==> src/bst_pkg.sv <==
// ----------------------------------------------------------------------------
// bst_pkg
// Shared widths, request and status codes, and the command and status words
// that pass between the table controller and its datapath.
// ----------------------------------------------------------------------------
`default_nettype none

package bst_pkg;

   localparam int CAPACITY_DEF = 128;

   localparam int REQ_W    = 3;
   localparam int VALUE_W  = 32;
   localparam int INDEX_W  = 7;
   localparam int STATUS_W = 2;
   localparam int POS_W    = 7;
   localparam int COUNT_W  = 8;

   localparam logic [REQ_W-1:0] REQ_APPEND        = 3'd0;
   localparam logic [REQ_W-1:0] REQ_APPEND_ABSENT = 3'd1;
   localparam logic [REQ_W-1:0] REQ_REMOVE        = 3'd2;
   localparam logic [REQ_W-1:0] REQ_FIND          = 3'd3;
   localparam logic [REQ_W-1:0] REQ_READ          = 3'd4;
   localparam logic [REQ_W-1:0] REQ_CLEAR         = 3'd5;

   localparam logic [STATUS_W-1:0] STATUS_OK        = 2'd0;
   localparam logic [STATUS_W-1:0] STATUS_FULL      = 2'd1;
   localparam logic [STATUS_W-1:0] STATUS_NOT_FOUND = 2'd2;
   localparam logic [STATUS_W-1:0] STATUS_RANGE     = 2'd3;

   typedef struct packed {
      logic load;     // capture the accepted request
      logic scan;     // walk the table looking for the value
      logic shift;    // move later entries down by one
      logic dec;      // drop the count by one after a removal
      logic append;   // store the value at the end if there is room
      logic read;     // read the entry at the requested index
      logic clear;    // empty the table
      logic finish;   // load the result register
   } bst_cmd_type;

   typedef struct packed {
      logic [REQ_W-1:0] req_code;
      logic             scan_done;
      logic             scan_hit;
      logic             shift_done;
      logic             out_free;
   } bst_stat_type;

endpackage

`default_nettype wire

==> src/bst_controller.sv <==
// ----------------------------------------------------------------------------
// bst_controller
// Sequencer that takes one request at a time and steps the datapath through
// search, shift, append, read or clear, then loads the result.
// ----------------------------------------------------------------------------
`default_nettype none

module bst_controller import bst_pkg::*; (
   input  wire  logic             clock,
   input  wire  logic             reset,
   input  wire  logic             req_valid,
   output logic                   req_ready,
   input  wire  logic [REQ_W-1:0] req_type,
   input  wire  bst_stat_type     stat,
   output bst_cmd_type            cmd
);

   typedef enum logic [2:0] {
      S_IDLE,
      S_SEARCH,
      S_SHIFT,
      S_APPEND,
      S_READ,
      S_CLEAR,
      S_FINISH
   } state_type;

   state_type state_ff, state_in;

   assign req_ready = (state_ff == S_IDLE);

   always_comb begin
      state_in = state_ff;
      cmd      = '0;
      case (state_ff)
         S_IDLE: begin
            if (req_valid) begin
               cmd.load = 1'b1;
               case (req_type)
                  REQ_APPEND:                           state_in = S_APPEND;
                  REQ_APPEND_ABSENT, REQ_REMOVE, REQ_FIND: state_in = S_SEARCH;
                  REQ_READ:                             state_in = S_READ;
                  REQ_CLEAR:                            state_in = S_CLEAR;
                  default:                              state_in = S_FINISH;
               endcase
            end
         end
         S_SEARCH: begin
            cmd.scan = 1'b1;
            if (stat.scan_done) begin
               case (stat.req_code)
                  REQ_APPEND_ABSENT: state_in = stat.scan_hit ? S_FINISH : S_APPEND;
                  REQ_REMOVE:        state_in = stat.scan_hit ? S_SHIFT : S_FINISH;
                  default:           state_in = S_FINISH;
               endcase
            end
         end
         S_SHIFT: begin
            cmd.shift = 1'b1;
            if (stat.shift_done) begin
               cmd.dec  = 1'b1;
               state_in = S_FINISH;
            end
         end
         S_APPEND: begin
            cmd.append = 1'b1;
            state_in   = S_FINISH;
         end
         S_READ: begin
            cmd.read = 1'b1;
            state_in = S_FINISH;
         end
         S_CLEAR: begin
            cmd.clear = 1'b1;
            state_in  = S_FINISH;
         end
         S_FINISH: begin
            // Wait here until the result register can take the new word.
            if (stat.out_free) begin
               cmd.finish = 1'b1;
               state_in   = S_IDLE;
            end
         end
         default: begin
            state_in = S_IDLE;
         end
      endcase
   end

   always_ff @(posedge clock) begin
      if (reset) begin
         state_ff <= S_IDLE;
      end else begin
         state_ff <= state_in;
      end
   end

endmodule

`default_nettype wire

==> config.mk <==
export PLATFORM = sky130hd
export DESIGN_NAME = bst_controller
export DESIGN_NICKNAME = d
export VERILOG_FILES = /design/src/bst_pkg.sv /design/src/bst_controller.sv
export SDC_FILE = /design/constraint.sdc
export NUM_CORES = 1
export LEC_CHECK = 0
export ABC_AREA = 1
export ABC_CLOCK_PERIOD_IN_PS = 1340
export CORE_AREA = 2 2 39 41
export CTS_CLUSTER_SIZE = 8
export DETAILED_ROUTE_END_ITERATION = 12
export DIE_AREA = 0 0 41 43
export DONT_BUFFER_PORTS = 1
export HOLD_SLACK_MARGIN = 0.02
export SLEW_MARGIN = 20
export SYNTH_ARGS = -nofsm -noshare
export SYNTH_HDL_FRONTEND = slang
export SYNTH_SLANG_ARGS = --single-unit
==> constraint.sdc <==
create_clock -name clock -period 1.34 [get_ports clock]
set_input_delay 0.134 -clock clock [delete_from_list [all_inputs] [get_ports clock]]
set_output_delay 0.134 -clock clock [all_outputs]
set_load 0.005 [all_outputs]
==> impl_summary.md <==
Placement
The HPWL after detailed placement is 662.9 um. Port buffering added 0 buffers. The weighted congestion at the end of routability-driven global placement is 0.8160.

Yosys
The dominant combinational cell family by area after synthesis is simple AND/OR/NAND/NOR gates. Synthesis produced 57 cells. The count of state elements after synthesis is 3. The share of the Yosys chip area taken by registers is 0.1912. The largest area contributor in the synthesized netlist is sky130_fd_sc_hd__dfxtp_1. The total of warnings raised by yosys is 0. The primary flip-flop cell chosen by synthesis mapping is sky130_fd_sc_hd__dfxtp_1. Yosys mapped the design onto 17 distinct sky130hd cell types. Of the total synthesized cell area, the portion taken by AND, OR, NAND and NOR gates is 0.5299.

The post-synthesis cell area is 314.1 um2. The number of synthesized flops with an enable pin is 0. The portion of netlist area occupied by mux cells is 0.

Synthesis produced a netlist with a net count of 70. The average cell area after synthesis is 5.510 um2. Of the total synthesized cell area, the portion taken by full adders, half adders and majority gates is 0. The post-synthesis compound-gate area fraction came to 0.1355. The area fraction of the dominant cell type after synthesis is 0.1912. Counting flops with an async set or reset pin after synthesis yields a share of 0. Of the total synthesized cell area, the portion taken by XOR and XNOR cells is 0. Yosys attributes the largest share of cell area to sky130_fd_sc_hd__dfxtp_1 (19%), sky130_fd_sc_hd__nor2_1 (13%), sky130_fd_sc_hd__nand2_1 (12%), sky130_fd_sc_hd__inv_1 (11%), sky130_fd_sc_hd__nand3_1 (8.0%). In the synthesized netlist, the cells that appear most often are sky130_fd_sc_hd__nor2_1 (11), sky130_fd_sc_hd__nand2_1 (10), sky130_fd_sc_hd__inv_1 (9).

The most used standard cell by instance count after synthesis is sky130_fd_sc_hd__nor2_1.

Cells and area
0 antenna diodes ended up in the layout. The fill cell instance count of the final layout is 159. The register with the most flip-flops in the layout has 3 of them. The final-stage net count is 76. In the final layout, the registers with the most flip-flops are state_ff (3). The area growth from synthesis to layout is 17.93%. The fraction of final layout cells with drive strength greater than 1 is 0.1613. Counting flops per register, the top entry is state_ff.

Floorplan
The die outline width is 41 um. The starting density of the core is 0.2269. The full die area is 1763 um2. The vertical extent of the die is 43 um. The number of top-level pins is 22. The core region is 1384 um2. After floorplanning, the core was divided into 14 placement rows.

Timing
The hold violation count in the final report is 0. Timing would allow up to 826.5 MHz. The total negative slack for setup checks is 0 ns.

The final worst clock skew is 0.001984 ns. In this run the tightest slew margin relative to its limit is 0.7655. The share of the cycle needed by the critical path after routing is 0.9029.

Setup violations remaining at the end of the flow were counted as 0. The max-slew violation count was 0. The shortest period the worst path allows is 1.210 ns. For the pin with the worst max-slew slack, the measured transition is 0.3486 ns. Final hold analysis gives a worst-case slack of 0.1231 ns. Setup repair after global routing left no endpoint under its margin.

Hold path
The worst hold path begins at stat[1]. In this run the worst hold path is classified as in2reg. The worst hold path passes through 2 cells. The worst hold path terminates at state_ff[1]$_SDFFE_PP0P_.

CTS
The tree is rooted in a sky130_fd_sc_hd__clkbuf_4. The deepest clock path buffer count is 2. The clock reaches the later pin of the worst-skew pair after 0.23 ns. The number of clock sinks is 3. TritonCTS built the clock tree. The clock transition at the register clock pins on the worst setup and hold paths after CTS is 0.03 ns. Clock tree synthesis inserted a total of 3 buffers. Post-CTS repair changed the size of 0 cells. In this run the number of H-tree levels came out at 1.

Pwr
In this run the power spent charging and discharging nets is 0.4126 mW. The proportion of power drawn by flip-flops and latches is 0.227. The worst-case IR drop observed on VDD is 0.5577 mV.

Of the total power, the clock network draws 0.191. The leakage component of the power is 0.2011 nW. The total power density per cell area is 2188 nW/um2. The share of total power dissipated in combinational logic is 0.581. The internal portion of the total power is 0.3978 mW. Of the total power, the share spent switching nets is 0.5091.

Critical path
For this run, the slowest stage of the critical path takes 0.43 ns. Together, buffers and inverters on the worst path number 1. The slowest stage of the critical path belongs to the cell sky130_fd_sc_hd__dfxtp_1. The critical path goes through inv_1 > nor4_1.

At the worst endpoint, the required time is 1.21 ns. The nature of the critical path endpoint is an output port. The startpoint-to-endpoint class of the critical path is reg2out. The worst-case reg-to-reg path depth is 7.

Of all nets on the critical path, the largest fanout is 5. In this design, the largest share of critical-path delay is due to flip-flops. The endpoint identified for the worst register-to-register timing path is state_ff[2]$_SDFFE_PP0P_. Setup slack on the worst reg-to-reg path comes out at 0.17 ns.

The startpoint class of the critical path is a register. The worst register-to-register path begins at state_ff[0]$_SDFFE_PP0P_. The worst endpoint data arrival time is 1.08 ns.

Global routing
The via count of the first global-routing pass is 351. In the global route stage, overall resource usage came out at 0.1073. The first global-routing pass estimated 1283 um of wire. The number of antenna violations at the first check in global routing is 0.

After global routing the overflow that remains totals 0. Entering global routing, the biggest net connects 7 pins.

Detailed routing
The average wire per standard cell is 9.910 um. Detailed routing inserted a total of 352 vias. Summed over all layers, the routed wires come to 773 um. The average via count per standard cell is 4.513. The number of routed nets with antenna violations is 0. The remaining routing DRC violations is 0. Before antenna repair, the detailed router went through 4 iterations.

For this block, the initial DRC count from the detailed router was 4.

Job
The max-capacitance violation count is 0.

Run status
The flow ran to the end, and the final reports show no timing, DRC or antenna violations.
==> worst max path at each step <==
stage	start	end	slack [ns]	depth (start not counted)
6_report	state_ff[1]$_SDFFE_PP0P_	cmd[0]	0.13	2
5_1_grt	state_ff[0]$_SDFFE_PP0P_	state_ff[2]$_SDFFE_PP0P_	0.02	7
4_1_cts	state_ff[1]$_SDFFE_PP0P_	cmd[0]	0.09	2
3_5_place_dp	state_ff[0]$_SDFFE_PP0P_	state_ff[1]$_SDFFE_PP0P_	0.19	7
3_3_place_gp	state_ff[0]$_SDFFE_PP0P_	state_ff[2]$_SDFFE_PP0P_	0.17	7
2_1_floorplan	state_ff[1]$_SDFFE_PP0P_	state_ff[1]$_SDFFE_PP0P_	0.34	7
==> layout by cell type (no fill, tap or decap) <==
| master | synthesis | final |
|---|---|---|
| sky130_fd_sc_hd__nor2_1 | 11 | 11 |
| sky130_fd_sc_hd__nand2_1 | 10 | 10 |
| sky130_fd_sc_hd__inv_1 | 9 | 9 |
| sky130_fd_sc_hd__nand3_1 | 5 | 5 |
| sky130_fd_sc_hd__o21ai_0 | 3 | 3 |
| sky130_fd_sc_hd__a21oi_1 | 3 | 3 |
| sky130_fd_sc_hd__clkbuf_4 | 0 | 3 |
| sky130_fd_sc_hd__dfxtp_1 | 3 | 3 |
| sky130_fd_sc_hd__nor2_2 | 2 | 2 |
| sky130_fd_sc_hd__inv_2 | 2 | 2 |
| sky130_fd_sc_hd__nand3b_1 | 2 | 2 |
| sky130_fd_sc_hd__clkinv_1 | 1 | 1 |
| sky130_fd_sc_hd__nand2_2 | 1 | 1 |
| sky130_fd_sc_hd__nand3_2 | 1 | 1 |
| sky130_fd_sc_hd__nor4_1 | 1 | 1 |
| sky130_fd_sc_hd__nand4_2 | 1 | 1 |
| sky130_fd_sc_hd__o21ai_1 | 1 | 1 |
| sky130_fd_sc_hd__o21a_1 | 1 | 1 |
| sky130_fd_sc_hd__clkbuf_1 | 0 | 1 |
| sky130_fd_sc_hd__dlygate4sd3_1 | 0 | 1 |
==> through the flow <==
stage               cell area [um2]  setup slack, ns  instances    util  power [mW]
finish                        370.4           0.1301         78  0.2676      0.8105
global route                  370.4          0.01887         78  0.2676      0.9260
CTS                           370.4          0.08958         78  0.2676      0.8206
detailed placement            334.1           0.1857         73  0.2414      0.6543
global placement              334.1           0.1734         73  0.2414      0.6495
floorplan                     314.1           0.3417         57       -      0.5671
==> area by class of cell <==
class / instances / area [um2] / share of cell area
Tap cell: 16 / 20.02 / 0.05405
Sequential cell: 3 / 60.06 / 0.1622
Inverter: 12 / 45.04 / 0.1216
Timing Repair Buffer: 1 / 10.01 / 0.02703
Multi-Input combinational cell: 42 / 209.0 / 0.5642
Clock buffer: 4 / 26.28 / 0.07095
==> logic make-up (layout without fill, tap and decap cells) <==
logic type,Yosys count,in the layout
buffers and inverters,12,17
AO/OA/AOI/OAI,8,8
flip-flops,3,3
AND/OR/NAND/NOR,34,34
==> per-layer routing <==
metal | GRT usage | wire (um) | vias to the layer above
met5 | 0 | 0 | -
met4 | 0.05333 | 0 | 0
met3 | 0.05759 | 54 | 0
met2 | 0.1625 | 370 | 11
met1 | 0.1154 | 348 | 151
li1 | - | - | 190
==> timing repair <==
item / CTS / global route
setup buffers: 0 / 0
hold buffers: 1 / 0
endpoints found under the hold margin: 3 / 0
==> worst reg2reg max path, stage by stage (launching register included) <==
cell                      delay (ns)
sky130_fd_sc_hd__dfxtp_1        0.42
sky130_fd_sc_hd__inv_2          0.10
sky130_fd_sc_hd__nand3_2        0.12
sky130_fd_sc_hd__nand3_1        0.12
sky130_fd_sc_hd__nor2_1         0.11
sky130_fd_sc_hd__nand2_1        0.07
sky130_fd_sc_hd__nand2_1        0.06
sky130_fd_sc_hd__a21oi_1        0.05
==> power groups by stage <==
| stage | clock, mW | combinational [mW] | sequential (mW) |
|---|---|---|---|
| 2_1_floorplan | 0 | 0.392 | 0.175 |
| 3_3_place_gp | 0 | 0.465 | 0.184 |
| 3_5_place_dp | 0 | 0.469 | 0.185 |
| 4_1_cts | 0.164 | 0.473 | 0.184 |
| 5_1_grt | 0.177 | 0.554 | 0.194 |
| 6_report | 0.155 | 0.471 | 0.184 |
No activity file was read; power rests on OpenSTA's default activity.
